File: src/hdl/button_press_classifier_unit_defines.svh
// Assertion macros for the button press classifier.
// Used by the top level only; no other dependencies.
`ifndef BUTTON_PRESS_CLASSIFIER_UNIT_DEFINES_SVH
`define BUTTON_PRESS_CLASSIFIER_UNIT_DEFINES_SVH

// Same-cycle implication, checked outside reset.
`define BPC_ASSERT_NOW(label, clk, rst, ante, cons, msg) \
  label: assert property (@(posedge clk) disable iff (rst) (ante) |-> (cons)) \
    else $error(msg);

// Next-cycle implication, checked outside reset.
`define BPC_ASSERT_NEXT(label, clk, rst, ante, cons, msg) \
  label: assert property (@(posedge clk) disable iff (rst) (ante) |=> (cons)) \
    else $error(msg);

`endif

File: src/hdl/bpc_pkg.sv
// Shared types, widths and reset constants for the button press classifier.
// No dependencies; design files use scoped names, the benches import it.
`default_nettype none

package bpc_pkg;

  localparam int KEYS_DEFAULT = 8;
  localparam int KEY_W        = 3;
  localparam int TICK_W       = 16;
  localparam int CLICK_W      = 8;
  localparam int CODE_W       = 3;
  localparam int CFG_IDX_W    = 3;
  localparam int CFG_DATA_W   = 16;

  localparam logic [TICK_W-1:0] SHORT_TICKS_RST = 16'd2;
  localparam logic [TICK_W-1:0] LONG_TICKS_RST  = 16'd50;
  localparam logic [TICK_W-1:0] GAP_TICKS_RST   = 16'd30;

  typedef enum logic [1:0] {
    PH_IDLE   = 2'd0,
    PH_SHORT  = 2'd1,
    PH_LONG   = 2'd2,
    PH_REPEAT = 2'd3
  } phase_t;

  typedef enum logic [CODE_W-1:0] {
    EV_SHORT_PRESS   = 3'd0,
    EV_SHORT_RELEASE = 3'd1,
    EV_LONG_PRESS    = 3'd2,
    EV_LONG_REPEAT   = 3'd3,
    EV_LONG_RELEASE  = 3'd4
  } event_code_t;

  typedef enum logic [CFG_IDX_W-1:0] {
    REG_SHORT_TICKS  = 3'd0,
    REG_LONG_TICKS   = 3'd1,
    REG_GAP_TICKS    = 3'd2,
    REG_MULTI_PRESS  = 3'd3,
    REG_LONG_REPEAT  = 3'd4
  } cfg_reg_t;

  typedef struct packed {
    logic [TICK_W-1:0] short_ticks;
    logic [TICK_W-1:0] long_ticks;
    logic [TICK_W-1:0] gap_ticks;
    logic              multi_press;
    logic              long_repeat;
  } cfg_t;

  typedef struct packed {
    phase_t             phase;
    logic [TICK_W-1:0]  hold;
    logic [TICK_W-1:0]  repeat_point;
    logic [CLICK_W-1:0] clicks;
    logic [TICK_W-1:0]  release_count;
  } key_state_t;

  typedef struct packed {
    logic               wr_en;
    key_state_t         state;
    logic               emit;
    event_code_t        code;
    logic [CLICK_W-1:0] count;
  } update_t;

endpackage

`default_nettype wire

File: src/hdl/bpc_if.sv
// Valid/ready channel interfaces for samples, events and register writes.
// Depends on bpc_pkg for field widths.
`default_nettype none

interface bpc_in_if;
  logic                       valid;
  logic                       ready;
  logic [bpc_pkg::KEY_W-1:0]  key_index;
  logic                       pin_level;
  modport source (output valid, output key_index, output pin_level, input ready);
  modport sink   (input valid, input key_index, input pin_level, output ready);
endinterface

interface bpc_out_if;
  logic                        valid;
  logic                        ready;
  logic [bpc_pkg::KEY_W-1:0]   event_key;
  logic [bpc_pkg::CODE_W-1:0]  event_code;
  logic [bpc_pkg::CLICK_W-1:0] click_count;
  modport source (output valid, output event_key, output event_code,
                  output click_count, input ready);
  modport sink   (input valid, input event_key, input event_code,
                  input click_count, output ready);
endinterface

interface bpc_cfg_if;
  logic                           valid;
  logic                           ready;
  logic [bpc_pkg::CFG_IDX_W-1:0]  index;
  logic [bpc_pkg::CFG_DATA_W-1:0] data;
  modport source (output valid, output index, output data, input ready);
  modport sink   (input valid, input index, input data, output ready);
endinterface

`default_nettype wire

File: src/hdl/bpc_cfg_regs.sv
// Configuration register file for the button press classifier.
// Depends on bpc_pkg and the bpc_cfg_if interface.
`default_nettype none

module bpc_cfg_regs (
  input  wire logic     clk,
  input  wire logic     rst,
  bpc_cfg_if.sink       cfg,
  output bpc_pkg::cfg_t regs
);

  // Writes are always taken; unknown indexes are dropped.
  assign cfg.ready = 1'b1;

  always_ff @(posedge clk) begin
    if (rst) begin
      regs.short_ticks <= bpc_pkg::SHORT_TICKS_RST;
      regs.long_ticks  <= bpc_pkg::LONG_TICKS_RST;
      regs.gap_ticks   <= bpc_pkg::GAP_TICKS_RST;
      regs.multi_press <= 1'b0;
      regs.long_repeat <= 1'b0;
    end else if (cfg.valid) begin
      unique case (cfg.index)
        bpc_pkg::REG_SHORT_TICKS: regs.short_ticks <= cfg.data;
        bpc_pkg::REG_LONG_TICKS:  regs.long_ticks  <= cfg.data;
        bpc_pkg::REG_GAP_TICKS:   regs.gap_ticks   <= cfg.data;
        bpc_pkg::REG_MULTI_PRESS: regs.multi_press <= cfg.data[0];
        bpc_pkg::REG_LONG_REPEAT: regs.long_repeat <= cfg.data[0];
        default: ;
      endcase
    end
  end

endmodule

`default_nettype wire

File: src/hdl/bpc_key_bank.sv
// Per-key state words held in flip-flops, one read and one write port.
// Depends on bpc_pkg for the state word layout.
`default_nettype none

module bpc_key_bank #(
  parameter int DEPTH = bpc_pkg::KEYS_DEFAULT,
  parameter int IDX_W = (DEPTH > 1) ? $clog2(DEPTH) : 1
) (
  input  wire logic           clk,
  input  wire logic           rst,
  input  wire logic [IDX_W-1:0] rd_idx,
  output bpc_pkg::key_state_t rd_state,
  input  wire logic           wr_en,
  input  wire logic [IDX_W-1:0] wr_idx,
  input  wire bpc_pkg::key_state_t wr_state
);

  bpc_pkg::key_state_t entry [DEPTH];

  always_ff @(posedge clk) begin
    if (rst) begin
      for (int k = 0; k < DEPTH; k++) begin
        entry[k] <= '0;
      end
    end else if (wr_en) begin
      entry[wr_idx] <= wr_state;
    end
  end

  assign rd_state = entry[rd_idx];

endmodule

`default_nettype wire

File: src/hdl/bpc_classify.sv
// Next-state and event logic for one key sample.
// Depends on bpc_pkg for the state, config and update structs.
`default_nettype none

module bpc_classify (
  input  wire logic                key_ok,
  input  wire logic                pin_level,
  input  wire bpc_pkg::key_state_t cur,
  input  wire bpc_pkg::cfg_t       regs,
  output bpc_pkg::update_t         upd
);

  logic [bpc_pkg::TICK_W-1:0] hold_inc;
  logic [bpc_pkg::TICK_W-1:0] rel_inc;

  assign hold_inc = bpc_pkg::TICK_W'(cur.hold + 1'b1);
  assign rel_inc  = bpc_pkg::TICK_W'(cur.release_count + 1'b1);

  always_comb begin
    upd.wr_en = key_ok;
    upd.state = cur;
    upd.emit  = 1'b0;
    upd.code  = bpc_pkg::EV_SHORT_PRESS;
    upd.count = '0;

    if (!pin_level) begin
      // Pressed: the hold counter advances, then the first matching rule wins.
      upd.state.hold = hold_inc;
      if (cur.phase == bpc_pkg::PH_LONG) begin
        if (regs.long_repeat) begin
          upd.state.phase        = bpc_pkg::PH_REPEAT;
          upd.state.repeat_point = bpc_pkg::TICK_W'(hold_inc + regs.long_ticks);
        end
      end else if (cur.phase == bpc_pkg::PH_REPEAT && cur.repeat_point == hold_inc) begin
        upd.state.repeat_point = bpc_pkg::TICK_W'(hold_inc + regs.long_ticks);
        if (regs.long_repeat) begin
          upd.emit = 1'b1;
          upd.code = bpc_pkg::EV_LONG_REPEAT;
        end
      end else if (hold_inc == regs.long_ticks) begin
        upd.state.phase = bpc_pkg::PH_LONG;
        upd.emit        = 1'b1;
        upd.code        = bpc_pkg::EV_LONG_PRESS;
      end else if (hold_inc == regs.short_ticks) begin
        upd.state.phase = bpc_pkg::PH_SHORT;
        if (regs.multi_press) begin
          upd.state.clicks        = bpc_pkg::CLICK_W'(cur.clicks + 1'b1);
          upd.state.release_count = '0;
        end
        upd.emit = 1'b1;
        upd.code = bpc_pkg::EV_SHORT_PRESS;
      end
    end else begin
      // Released: a short release may wait out the multi-click gap.
      if (cur.phase == bpc_pkg::PH_SHORT) begin
        if (regs.multi_press) begin
          upd.state.release_count = rel_inc;
        end
        if (!regs.multi_press || rel_inc > regs.gap_ticks) begin
          upd.emit                = 1'b1;
          upd.code                = bpc_pkg::EV_SHORT_RELEASE;
          upd.count               = cur.clicks;
          upd.state.clicks        = '0;
          upd.state.release_count = '0;
          upd.state.phase         = bpc_pkg::PH_IDLE;
        end
      end else if (cur.phase == bpc_pkg::PH_LONG || cur.phase == bpc_pkg::PH_REPEAT) begin
        upd.emit                = 1'b1;
        upd.code                = bpc_pkg::EV_LONG_RELEASE;
        upd.state.clicks        = '0;
        upd.state.release_count = '0;
        upd.state.phase         = bpc_pkg::PH_IDLE;
      end
      upd.state.hold = '0;
    end

    if (!key_ok) begin
      upd.emit = 1'b0;
    end
  end

endmodule

`default_nettype wire

File: src/hdl/button_press_classifier_unit.sv
// Button press classifier: short/long press, repeat and multi-click events per key.
// An accepted sample is held in the input register; its event is registered in the result register.
// Throughput: one sample per cycle, unless the event port stalls the result register.
// Reset: synchronous, clears all key states, restores register defaults at once.
// Depends on bpc_pkg, the bpc_if interfaces, bpc_cfg_regs, bpc_key_bank, bpc_classify.
`default_nettype none

`include "button_press_classifier_unit_defines.svh"

module button_press_classifier_unit #(
  parameter int KEYS = bpc_pkg::KEYS_DEFAULT
) (
  input wire logic  clk,
  input wire logic  rst,
  bpc_in_if.sink    samples,
  bpc_out_if.source events,
  bpc_cfg_if.sink   cfg
);

  // The key index is only three bits wide, so no more than eight keys can be
  // addressed; the state bank holds only the reachable entries.
  localparam int MAX_KEYS = 1 << bpc_pkg::KEY_W;
  localparam int DEPTH    = (KEYS < MAX_KEYS) ? KEYS : MAX_KEYS;
  localparam int IDX_W    = (DEPTH > 1) ? $clog2(DEPTH) : 1;

  bpc_pkg::cfg_t       regs;
  bpc_pkg::key_state_t cur_state;
  bpc_pkg::update_t    upd;

  // Input register: the sample being classified this cycle.
  logic                      s1_valid;
  logic [bpc_pkg::KEY_W-1:0] s1_key;
  logic                      s1_pin;

  // Result register feeding the event port.
  logic                        out_valid;
  logic [bpc_pkg::KEY_W-1:0]   out_key;
  bpc_pkg::event_code_t        out_code;
  logic [bpc_pkg::CLICK_W-1:0] out_count;

  logic             s1_advance;
  logic             key_ok;
  logic [IDX_W-1:0] key_idx;

  bpc_cfg_regs u_cfg (
    .clk  (clk),
    .rst  (rst),
    .cfg  (cfg),
    .regs (regs)
  );

  // The sample in the input register moves on when the result register is
  // free or is being emptied this cycle. A sample with no event simply
  // retires, so the result register only loads when there is something to say.
  assign s1_advance    = s1_valid && (!out_valid || events.ready);
  assign samples.ready = !s1_valid || s1_advance;

  // Samples for keys beyond the configured count are dropped without effect.
  assign key_ok  = (KEYS >= MAX_KEYS) || (int'(s1_key) < KEYS);
  assign key_idx = key_ok ? s1_key[IDX_W-1:0] : '0;

  always_ff @(posedge clk) begin
    if (rst) begin
      s1_valid <= 1'b0;
    end else if (samples.ready) begin
      s1_valid <= samples.valid;
    end
  end

  always_ff @(posedge clk) begin
    if (samples.valid && samples.ready) begin
      s1_key <= samples.key_index;
      s1_pin <= samples.pin_level;
    end
  end

  // Key state is read and written back in the same cycle, so a sample of the
  // same key right behind sees the updated word without any forwarding.
  bpc_key_bank #(
    .DEPTH (DEPTH),
    .IDX_W (IDX_W)
  ) u_bank (
    .clk      (clk),
    .rst      (rst),
    .rd_idx   (key_idx),
    .rd_state (cur_state),
    .wr_en    (s1_advance && upd.wr_en),
    .wr_idx   (key_idx),
    .wr_state (upd.state)
  );

  bpc_classify u_classify (
    .key_ok    (key_ok),
    .pin_level (s1_pin),
    .cur       (cur_state),
    .regs      (regs),
    .upd       (upd)
  );

  always_ff @(posedge clk) begin
    if (rst) begin
      out_valid <= 1'b0;
    end else begin
      out_valid <= (out_valid && !events.ready) || (s1_advance && upd.emit);
    end
  end

  always_ff @(posedge clk) begin
    if (s1_advance && upd.emit) begin
      out_key   <= s1_key;
      out_code  <= upd.code;
      out_count <= upd.count;
    end
  end

  assign events.valid       = out_valid;
  assign events.event_key   = out_key;
  assign events.event_code  = out_code;
  assign events.click_count = out_count;

  // A blocked sample must hold back the sample port.
  `BPC_ASSERT_NOW(a_stall_blocks_input, clk, rst,
    s1_valid && out_valid && !events.ready, !samples.ready,
    "sample accepted while the input register is blocked")

  // A blocked sample stays in the input register unchanged.
  `BPC_ASSERT_NEXT(a_input_reg_holds, clk, rst,
    s1_valid && !s1_advance, s1_valid && $stable(s1_key) && $stable(s1_pin),
    "input register changed while blocked")

  // Only a short release carries a click count.
  `BPC_ASSERT_NOW(a_count_only_on_release, clk, rst,
    out_valid && out_code != bpc_pkg::EV_SHORT_RELEASE, out_count == '0,
    "click count on an event other than a short release")

endmodule

`default_nettype wire

File: src/flat_wrapper.sv
// flat-port wrapper written by rule: the top's interface ports become plain ports
module button_press_classifier_unit_flat 
#(
  parameter int KEYS = bpc_pkg::KEYS_DEFAULT
)
  (clk, rst, samples_valid, samples_key_index, samples_pin_level, samples_ready, events_valid, events_event_key, events_event_code, events_click_count, events_ready, cfg_valid, cfg_index, cfg_data, cfg_ready);
  bpc_in_if samples_i ();
  bpc_out_if events_i ();
  bpc_cfg_if cfg_i ();
  input wire logic clk;
  input wire logic rst;
  input wire logic [$bits(samples_i.valid)-1:0] samples_valid;
  input wire logic [$bits(samples_i.key_index)-1:0] samples_key_index;
  input wire logic [$bits(samples_i.pin_level)-1:0] samples_pin_level;
  output wire logic [$bits(samples_i.ready)-1:0] samples_ready;
  output wire logic [$bits(events_i.valid)-1:0] events_valid;
  output wire logic [$bits(events_i.event_key)-1:0] events_event_key;
  output wire logic [$bits(events_i.event_code)-1:0] events_event_code;
  output wire logic [$bits(events_i.click_count)-1:0] events_click_count;
  input wire logic [$bits(events_i.ready)-1:0] events_ready;
  input wire logic [$bits(cfg_i.valid)-1:0] cfg_valid;
  input wire logic [$bits(cfg_i.index)-1:0] cfg_index;
  input wire logic [$bits(cfg_i.data)-1:0] cfg_data;
  output wire logic [$bits(cfg_i.ready)-1:0] cfg_ready;
  assign samples_i.valid = samples_valid;
  assign samples_i.key_index = samples_key_index;
  assign samples_i.pin_level = samples_pin_level;
  assign samples_ready = samples_i.ready;
  assign events_valid = events_i.valid;
  assign events_event_key = events_i.event_key;
  assign events_event_code = events_i.event_code;
  assign events_click_count = events_i.click_count;
  assign events_i.ready = events_ready;
  assign cfg_i.valid = cfg_valid;
  assign cfg_i.index = cfg_index;
  assign cfg_i.data = cfg_data;
  assign cfg_ready = cfg_i.ready;
  button_press_classifier_unit #(.KEYS(KEYS)) u_core (.clk(clk), .rst(rst), .samples(samples_i), .events(events_i), .cfg(cfg_i));
endmodule
File: config.mk
export PLATFORM = sky130hd
export DESIGN_NAME = button_press_classifier_unit_flat
export DESIGN_NICKNAME = d
export VERILOG_FILES = /design/src/hdl/bpc_pkg.sv /design/src/hdl/bpc_if.sv /design/src/hdl/bpc_cfg_regs.sv /design/src/hdl/bpc_key_bank.sv /design/src/hdl/bpc_classify.sv /design/src/hdl/button_press_classifier_unit.sv /design/src/flat_wrapper.sv
export VERILOG_INCLUDE_DIRS = /design/src /design/src/hdl
export SDC_FILE = /design/constraint.sdc
export NUM_CORES = 1
export LEC_CHECK = 0
export BUFFER_PORTS_ARGS = -buffer_cell sky130_fd_sc_hd__buf_2
export CAP_MARGIN = 30
export CORE_MARGIN = 2
export CORE_UTILIZATION = 40
export DETAILED_ROUTE_END_ITERATION = 7
export HOLD_SLACK_MARGIN = 0.03
export PLACE_DENSITY_LB_ADDON = 0.12
export SKIP_CTS_REPAIR_TIMING = 1
export SYNTH_ARGS = -nofsm -noshare
export SYNTH_HDL_FRONTEND = slang
export SYNTH_SLANG_ARGS = --single-unit
export TNS_END_PERCENT = 50
File: constraint.sdc
create_clock -name clk -period 7.7 [get_ports clk]
set_input_delay 1.925 -clock clk [delete_from_list [all_inputs] [get_ports clk]]
set_output_delay 1.925 -clock clk [all_outputs]
set_load 0.01 [all_outputs]
==> results of run 1 <==
==> metrics by stage <==
stage               cell area (sq um)  total power, mW  hold WS, ps  utilization  instances
detailed placement              27380            4.359        451.1       0.4248       2847
floorplan                       26090            4.045        436.3            -       2018
finish                          29330            7.145        458.4       0.4550       2955
CTS                             29300            7.198        459.3       0.4546       2954
global route                    29330            7.385        474.6       0.4550       2955
global placement                27320            4.347        445.7       0.4238       2844
==> layer usage <==
layer,GRT usage,up-vias
met2,0.3826,556
li1,-,7474
met5,0,-
met1,0.3109,8616
met4,0.06354,0
met3,0.03515,120
==> where the power goes <==
group	switching, mW	leakage [nW]	internal [mW]
combinational	0.607	4.14	0.357
clock	1.17	0.935	1.68
sequential	0.0561	5.43	3.28
==> Yosys cell counts (16+ instances only) <==
cell type	number	area share
a21oi_1	59	0.011
buf_2	17	0.0033
clkbuf_1	75	0.011
dfxtp_1	55	0.042
edfxtp_1	482	0.55
ha_1	35	0.017
inv_1	41	0.0059
mux2_2	24	0.010
mux2i_1	67	0.026
mux4_2	116	0.10
nand2_1	151	0.022
nand2b_1	17	0.0041
nand3_1	22	0.0042
nand4_1	16	0.0038
nor2_1	513	0.074
nor3_1	25	0.0048
o21ai_0	18	0.0035
xnor2_1	40	0.013
xor2_1	24	0.0081
==> critical path, stage by stage, from the launching register on <==
cell	delay, ps
dfxtp_4	690
buf_4	620
mux4_2	610
and4_1	250
o22ai_2	410
nor4_1	120
buf_4	170
xnor2_1	320
ha_1	430
nor4_1	630
nand4_1	330
o21ai_0	280
a311oi_2	60
buf_4	210
o21ai_2	550
buf_4	330
o31ai_4	140
nor2_1	190
==> flip-flops by register name (all words and copies together) (netlist names), named ones only <==
name,flops
u_core.events.click_count,8
u_core.events.event_code,3
u_core.events.event_key,3
u_core.events.valid,1
u_core.key_idx,3
u_core.s1_pin,1
u_core.s1_valid,1
u_core.u_bank.entry,464
u_core.u_cfg.regs,50
==> logic make-up (layout without fill, tap and decap cells) <==
kind of cell               after synthesis  after routing  synth area share
and+or+nand+nor                        829            829            0.1367
buffers and inverters                  157            239           0.02676
other                                    1              1         0.0001437
DFF                                    537            537            0.5970
AOI/OAI and AO/OA                      169            169           0.04848
xor gates and xnor gates                78             78           0.03367
adders and majority gates               36             36           0.01755
muxes                                  211            211            0.1397
==> layout make-up <==
type,count,area share
clock buffers,75,0.05383
clock inverters,32,0.01165
inverters,42,0.005375
multi-input cells,1324,0.3382
flip-flops and latches,537,0.5314
well taps,855,0.03647
repair buffers,90,0.02304
==> how the worst max path moves through the flow <==
stage / slack, ps / end / start
after detailed placement: 1160 / u_core.u_bank.entry[7][23] / flip-flop
after global routing: 720 / u_core.u_bank.entry[7][8] / flip-flop
after floorplan: 1620 / u_core.events.click_count[0] / flip-flop
after global placement: 1190 / u_core.u_bank.entry[2][11] / flip-flop
after CTS: 1120 / u_core.u_bank.entry[7][23] / flip-flop
final: 1120 / u_core.u_bank.entry[1][9] / flip-flop
==> out/metrics.json, run 1 <==
{
  "relSlewSlack": 0.3199,
  "synth_cell_area_sq_um": 26090,
  "clock_sinks": 537,
  "path_max_fanout": 31,
  "drt_first_pass_iters": 6,
  "layout.filler_cells": 5806,
  "drive_gt1_frac": 0.1771,
  "globalRouteOverflowTotal": 0,
  "drv.max_cap_violation_count": 0,
  "fin_crit_ps": 6578,
  "numPortBuffers": 43,
  "number_of_global_route_vias_before_repair": 16930,
  "synthesis.area_per_instance_sq_um": 12.93,
  "cts_tree": "built",
  "floorplan.core_area_sq_um": 64460,
  "r2r_end": "u_core.u_bank.entry[1][9]",
  "pre_cts_slack_ps": 1155,
  "peakVddDrop_uv": 152.2,
  "postSynthNetCount": 2082,
  "final.period_utilization": 0.8543,
  "fp.dieArea_sq_um": 67280,
  "cts_buffer_depth": 3,
  "via_count": 16770,
  "synthToLayoutAreaGrowth_pct": 12.42,
  "route.detailed.vias_per_inst": 5.674,
  "powerDensity_nw_per_um2": 243.6,
  "area_occupied_by_multi_input_gates_sq_um": 9921,
  "grt_max_degree": 59,
  "insertion_delay_ps": 630,
  "met1_length_microns": 32730,
  "detailed_place_hpwl_microns": 46510,
  "yosys_register_bits": 537,
  "finalMaxSlewViolations": 0,
  "layout_nets": 2118,
  "hold-path-cell-count": 2,
  "regToRegSetupSlack_ps": 1120,
  "run_status": "completed",
  "floorplan.io_pins": 45,
  "grt.total_usage": 0.2289,
  "worst_ep_required_time_ps": 8150,
  "syn_inst": 2018,
  "rsz_0062_raised_after_global_routing": "false",
  "synth.distinct_cells": 89,
  "antenna_found_initial": 1,
  "criticalPathCategory": "flip-flop to flip-flop",
  "cp_data_arrival_time_ps": 7030,
  "timing.final.hold_violations": 0,
  "cts-buffers-inserted": 59,
  "setup_violations": 0,
  "layout.cells.most_common_list": "nor2_1, edfxtp_1, nand2_1",
  "hp-class": "flip-flop to flip-flop",
  "gpl.final_weighted_congestion": 0.8404,
  "synthArstFlopShare": 0,
  "clkTransAtPathRegs_ps": 60,
  "initial_utilization": 0.4047,
  "post-route-drc-count": 0,
  "met2_wirelength_microns": 37430,
  "fin_skew_ps": 24.81,
  "seqCellArea_sq_um": 15590,
  "antenna-diode-count": 0,
  "yosys_warnings": 0,
  "drt_first_iter_violations": 1823,
  "synth_sequential_area_ratio": 0.5970,
  "cp-start-kind": "flip-flop",
  "floorplan.die.height_microns": 259.4,
  "worst_hold_path.endpoint": "u_core.u_cfg.regs[15]",
  "htree_levels": 2,
  "timing.hold.worst.start": "u_core.u_cfg.regs[15]",
  "drt.antenna.violating_nets": 0,
  "die_x_microns": 259.4,
  "setup_total_negative_slack_ps": 0,
  "power.leakage_nw": 10.51,
  "mostFrequentLayoutCell": "nor2_1",
  "fp-row-count": 93,
  "route.final.wire_length_microns": 76630,
  "topRoutingLayerUsed": "met4",
  "worst_slack_ps": 1122,
  "synth_enable_flop_cells": 482,
  "clock.fmax_ghz": 0.1520,
  "global_route_wire_length_before_repair_microns": 112400,
  "wire_per_inst_microns": 25.93,
  "actual_transition_at_the_worst_max_transition_pin_ps": 1020,
  "end_kind": "flip-flop",
  "synth_flop_cell": "edfxtp_1",
  "cts_root_buf": "clkbuf_16",
  "dr_wl_met3_microns": 4536,
  "r2r_cells": 17
}
Power figures use the tool's default switching activity.
==> run 2, diff against run 1 <==
--- a/config.mk
+++ b/config.mk
@@ -13,6 +13,7 @@
 export DETAILED_ROUTE_END_ITERATION = 7
 export HOLD_SLACK_MARGIN = 0.03
 export PLACE_DENSITY_LB_ADDON = 0.12
+export RECOVER_POWER = 50
 export SKIP_CTS_REPAIR_TIMING = 1
 export SYNTH_ARGS = -nofsm -noshare
 export SYNTH_HDL_FRONTEND = slang
==> constraint.sdc (replaced) <==
create_clock -name clk -period 8.05 [get_ports clk]
set_input_delay 2.0125 -clock clk [delete_from_list [all_inputs] [get_ports clk]]
set_output_delay 2.0125 -clock clk [all_outputs]
set_load 0.01 [all_outputs]
==> run 2 against run 1 <==
  * The flow now finishes with violations (max-capacitance violations, max-slew violations)
  * Cell count up 0.37%
  * Routed wire length up 2.2%
  * Combinational power down 2.4%
  * Register-to-register slack better by 40 ps
  * Flip-flop and latch count unchanged
  * Total power down 6.4%
  * Sequential power down 4%
  * Setup slack worse by 140 ps
  * Non-clock buffer count up 13
  * Critical path type is now input pin to flip-flop
  * Critical endpoint is now u_core.u_bank.entry[2][33]
==> out/metrics.json, run 2 (synthesis gave the netlist of run 1 again) <==
{
  "run_status": "finished, violations left",
  "violations_in_the_final_reports": "max-capacitance violations, max-slew violations",
  "finalMaxSlewViolations": 674,
  "timing.final.hold_violations": 0,
  "insertion_delay_ps": 640,
  "drt_first_iter_violations": 1721,
  "number_of_global_route_vias_before_repair": 17260,
  "peakVddDrop_uv": 167.3,
  "clkTransAtPathRegs_ps": 60,
  "drive_gt1_frac": 0.1592,
  "setup_violations": 0,
  "cpLargestDelayFamily": "buffers and inverters",
  "actual_transition_at_the_worst_max_transition_pin_ps": 3776,
  "cts_buffer_depth": 3,
  "layout.filler_cells": 5906,
  "end_kind": "flip-flop",
  "clock_sinks": 537,
  "rsz_0062_raised_after_global_routing": "false",
  "fp-row-count": 93,
  "detailed_place_hpwl_microns": 48210,
  "worst_ep_required_time_ps": 8270,
  "largest-register": "u_core.u_bank.entry",
  "reg_power_frac": 0.478,
  "cts_root_buf": "clkbuf_16",
  "critical_path_buf_inv_count": 3,
  "mostFrequentLayoutCell": "nor2_1",
  "switchingPower_mw": 1.768,
  "power.share.switching": 0.2645,
  "via_count": 16870,
  "drt.antenna.violating_nets": 0,
  "final.period_utilization": 0.8783,
  "powerDensity_nw_per_um2": 230.4,
  "area_occupied_by_multi_input_gates_sq_um": 9814,
  "floorplan.io_pins": 45,
  "cp-start-kind": "input pin",
  "drv.max_cap_violation_count": 20,
  "postLayoutCoreUtil": 0.4502,
  "grt_max_degree": 59,
  "relSlewSlack": -1.517,
  "path_max_fanout": 58,
  "grt.total_usage": 0.2357,
  "crit_path_frequent_cell": "clkbuf_1",
  "cts_tree": "built",
  "clock.fmax_ghz": 0.1414,
  "fin_skew_ps": 29.33,
  "cp_data_arrival_time_ps": 7290,
  "die_x_microns": 259.4,
  "global_route_wire_length_before_repair_microns": 116800,
  "fp.dieArea_sq_um": 67280,
  "route.final.wire_length_microns": 78320,
  "gpl.final_weighted_congestion": 0.8718,
  "floorplan.core_area_sq_um": 64460,
  "numPortBuffers": 43,
  "wire_per_inst_microns": 26.41,
  "cell_internal_pwr_mw": 4.918,
  "power.leakage_nw": 10.30,
  "antenna-diode-count": 0,
  "layout.cells.most_common_list": "nor2_1, edfxtp_1, nand2_1",
  "clock_power_share": 0.382,
  "timing.critical_path.cells": "clkbuf_1 > clkbuf_1 > nand2b_1 > clkbuf_2",
  "floorplan.die.height_microns": 259.4,
  "finish.cell_count_without_fillers": 2966,
  "htree_levels": 2,
  "fin_crit_ps": 7070,
  "max_stage_delay_ps": 1930,
  "criticalPathCategory": "input pin to flip-flop",
  "route.detailed.vias_per_inst": 5.689,
  "drt_first_pass_iters": 7,
  "layout_nets": 2130,
  "setup_total_negative_slack_ps": 0,
  "initial_utilization": 0.4047,
  "post-route-drc-count": 0,
  "seqCellArea_sq_um": 15590,
  "antenna_found_initial": 1,
  "synthToLayoutAreaGrowth_pct": 11.24,
  "largest_register_ff_count": 464,
  "globalRouteOverflowTotal": 0,
  "cts-buffers-inserted": 58,
  "placed_cells": 2861,
  "comb_power_share": 0.141,
  "hp-class": "flip-flop to flip-flop",
  "standard_cell_with_the_maximum_stage_delay_on_the_critical_path": "clkbuf_1"
}
==> run 2: tightest hold or removal path: stages, from the launching register on <==
cell and delay (ps):
dfxtp_1 310, nand2_1 50, a21oi_1 50
==> run 2: final timing paths <==
kind	startpoint	end	slack [ps]	depth (start not counted)
setup / recovery	rst	u_core.u_bank.entry[2][33]	980	4
hold / removal	u_core.u_cfg.regs[37]	u_core.u_cfg.regs[37]	460	2
setup reg to reg	flip-flop	u_core.u_bank.entry[3][0]	1160	15
hold reg to reg	u_core.u_cfg.regs[37]	u_core.u_cfg.regs[37]	460	2
==> run 2: final cells by class <==
type | instances | share of cell area
flip-flops and latches | 537 | 0.5370
clock buffers | 72 | 0.05402
well taps | 855 | 0.03686
clock inverters | 33 | 0.007415
multi-input cells | 1324 | 0.3382
inverters | 42 | 0.005432
repair buffers | 103 | 0.02108
==> run 2: layer usage <==
| layer | vias to the layer above | wire (microns) | track usage |
|---|---|---|---|
| met5 | - | 0 | 0 |
| met4 | 0 | 1451 | 0.05380 |
| met2 | 528 | 36520 | 0.3778 |
| li1 | 7494 | - | - |
| met3 | 99 | 4672 | 0.03408 |
| met1 | 8753 | 35680 | 0.3404 |
==> run 2: power by group through the flow <==
stage	logic, mW	registers [mW]	clock network, mW
floorplan	0.648	3.22	0
global placement	0.939	3.25	0
detailed placement	0.940	3.25	0
CTS	0.944	3.19	2.60
global route	1.01	3.20	2.71
finish	0.941	3.19	2.55
==> run 2: per-stage QoR <==
step                      instance area [sq um]  setup WS (ps)  hold slack, ps  power, mW
after global placement                    27430           1690           445.9      4.185
after floorplan                           26090           1969           436.3      3.869
after global routing                      29020          674.6           484.6      6.918
after detailed placement                  27450           1584           450.1      4.191
final                                     29020          979.8           458.3      6.687
after CTS                                 29230           1572           458.4      6.736
==> run 3, diff against run 2 <==
--- a/config.mk
+++ b/config.mk
@@ -9,7 +9,7 @@
 export BUFFER_PORTS_ARGS = -buffer_cell sky130_fd_sc_hd__buf_2
 export CAP_MARGIN = 30
 export CORE_MARGIN = 2
-export CORE_UTILIZATION = 40
+export CORE_UTILIZATION = 39
 export DETAILED_ROUTE_END_ITERATION = 7
 export HOLD_SLACK_MARGIN = 0.03
 export PLACE_DENSITY_LB_ADDON = 0.12
==> constraint.sdc (replaced) <==
create_clock -name clk -period 8.05 [get_ports clk]
set_input_delay 0.805 -clock clk [delete_from_list [all_inputs] [get_ports clk]]
set_output_delay 0.805 -clock clk [all_outputs]
set_load 0.01 [all_outputs]
==> run 3 against run 2 <==
  * The run still ends with max-capacitance violations, max-slew violations left
  * Non-clock buffer count decreased by 8
  * Hold slack worse by 91 ps
  * Sequential share of layout area about the same
  * Routed wire length fell by 1.2%
  * Setup slack gained 160 ps
  * Maximum frequency rose by 2.3%
  * Die area is 2.5% higher
==> out/metrics.json, run 3 (synthesis gave the netlist of run 1 again) <==
{
  "met1_usage": 0.3239,
  "floorplan.io_pins": 45,
  "cp-start-kind": "input pin",
  "cp-startpoint": "rst",
  "antenna_found_initial": 2,
  "r2r_cells": 19,
  "timing.hold.worst.start": "samples_pin_level",
  "regToRegSetupSlack_ps": 1330,
  "worst_slack_ps": 1136,
  "initial_utilization": 0.3954,
  "clock.fmax_ghz": 0.1446,
  "route.final.wire_length_microns": 77390,
  "criticalPathCategory": "input pin to flip-flop",
  "rsz_0062_raised_after_global_routing": "false",
  "post-route-drc-count": 0,
  "run_status": "finished, violations left",
  "grt_max_degree": 65,
  "pre_cts_slack_ps": 1437,
  "use_met3": 0.03298,
  "clock_power_share": 0.383,
  "final.period_utilization": 0.8589,
  "wire_per_inst_microns": 26.08,
  "floorplan.die.height_microns": 262.6,
  "powerDensity_nw_per_um2": 230.3,
  "hp-class": "input pin to flip-flop",
  "comb_power_share": 0.138,
  "number_of_global_route_vias_before_repair": 17100,
  "global_route_wire_length_before_repair_microns": 114500,
  "fin_crit_ps": 6914,
  "globalRouteOverflowTotal": 0,
  "clock_sinks": 537,
  "timing.final.hold_violations": 0,
  "top_usage_layer": "met2",
  "power.share.switching": 0.2618,
  "largest_register_ff_count": 464,
  "gpl.final_weighted_congestion": 0.8825,
  "gr_met2_demand_resource": 0.3557,
  "drv.max_cap_violation_count": 19,
  "actual_transition_at_the_worst_max_transition_pin_ps": 4449,
  "placed_cell_area_sq_um": 27430,
  "worst_ep_required_time_ps": 8240,
  "drt.antenna.violating_nets": 0,
  "setup_total_negative_slack_ps": 0,
  "floorplan.core_area_sq_um": 65980,
  "peakVddDrop_uv": 188.0,
  "die_x_microns": 262.6,
  "detailed_place_hpwl_microns": 46620,
  "layout_nets": 2121,
  "htree_levels": 2,
  "reg_power_frac": 0.478,
  "cts_root_buf": "clkbuf_16",
  "mostFrequentLayoutCell": "nor2_1",
  "fp.dieArea_sq_um": 68980,
  "worst_setup_path_endpoint": "u_core.u_bank.entry[1][28]",
  "antenna-diode-count": 0,
  "via_count": 16960,
  "stdcell_area_sq_um": 29050,
  "power.leakage_nw": 10.30,
  "finalMaxSlewViolations": 684,
  "synthToLayoutAreaGrowth_pct": 11.33,
  "cts_buffer_depth": 3,
  "drt_first_iter_violations": 1738,
  "drt_first_pass_iters": 7,
  "largest-register": "u_core.u_bank.entry",
  "insertion_delay_ps": 620,
  "path_max_fanout": 64,
  "cp_data_arrival_time_ps": 7110,
  "r2r_end": "u_core.u_bank.entry[4][8]",
  "setup_violations": 0,
  "route.detailed.vias_per_inst": 5.714,
  "layout.cells.most_common_list": "nor2_1, edfxtp_1, nand2_1",
  "cell_internal_pwr_mw": 4.939,
  "drive_gt1_frac": 0.1535,
  "violations_in_the_final_reports": "max-capacitance violations, max-slew violations",
  "clkTransAtPathRegs_ps": 60,
  "cts_tree": "built",
  "fin_skew_ps": 22.80,
  "grt.total_usage": 0.2237,
  "cts-buffers-inserted": 57,
  "switchingPower_mw": 1.751,
  "numPortBuffers": 43,
  "relSlewSlack": -1.966,
  "end_kind": "flip-flop",
  "fp-row-count": 94
}
run 3: changes by cell type in the layout (fill, tap and decap cells not counted), sizes merged:
cell	delta
buf	-5
bufinv	+1
clkbuf	+12
clkinv	-14
clkinvlp	-1
run 3: metrics by stage:
| stage | power (mW) | utilization | hold slack [ps] | std cells |
|---|---|---|---|---|
| final | 6.690 | 0.4402 | 367.5 | 2968 |
| after global routing | 6.914 | 0.4402 | 336.5 | 2968 |
| after CTS | 6.744 | 0.4428 | 328.0 | 2967 |
| after detailed placement | 4.179 | 0.4158 | 450.1 | 2861 |
| after global placement | 4.169 | 0.4143 | 446.4 | 2856 |
| after floorplan | 3.869 | - | 436.3 | 2018 |
run 3: worst max-delay path, cell delays in order:
cell and delay [ps]:
buf_2 70, clkbuf_1 2050, nor3b_1 180, clkbuf_1 300, nand2_1 800, nand2b_1 1930
clkbuf_2 920
run 3: final cells by class:
type	count	area, sq um
Fill cell	6042	36930
Sequential cell	537	15590
Multi-Input combinational cell	1324	9856
Clock buffer	87	1600
Tap cell	864	1081
Timing Repair Buffer	95	581.8
Clock inverter	19	183.9
Inverter	42	157.7
run 3: power groups by stage:
stage	Clock, mW	Sequential (mW)	Combinational [mW]
finish	2.57	3.20	0.927
global route	2.71	3.21	0.996
CTS	2.62	3.19	0.932
detailed placement	0	3.25	0.928
global placement	0	3.25	0.922
floorplan	0	3.22	0.648
run 3: worst min-delay path by stage:
stage | end | depth (start not counted)
5_1_grt | u_core.s1_pin | 1
4_1_cts | u_core.s1_pin | 1
2_1_floorplan | u_core.u_cfg.regs[10] | 2
3_5_place_dp | u_core.u_cfg.regs[8] | 2
6_report | u_core.s1_pin | 1
3_3_place_gp | u_core.u_cfg.regs[33] | 2
run 3: per-layer routing:
layer	wire, microns	up-vias
li1	-	7477
met1	35060	8784
met2	35830	583
met3	4809	113
met4	1684	2
met5	10	-
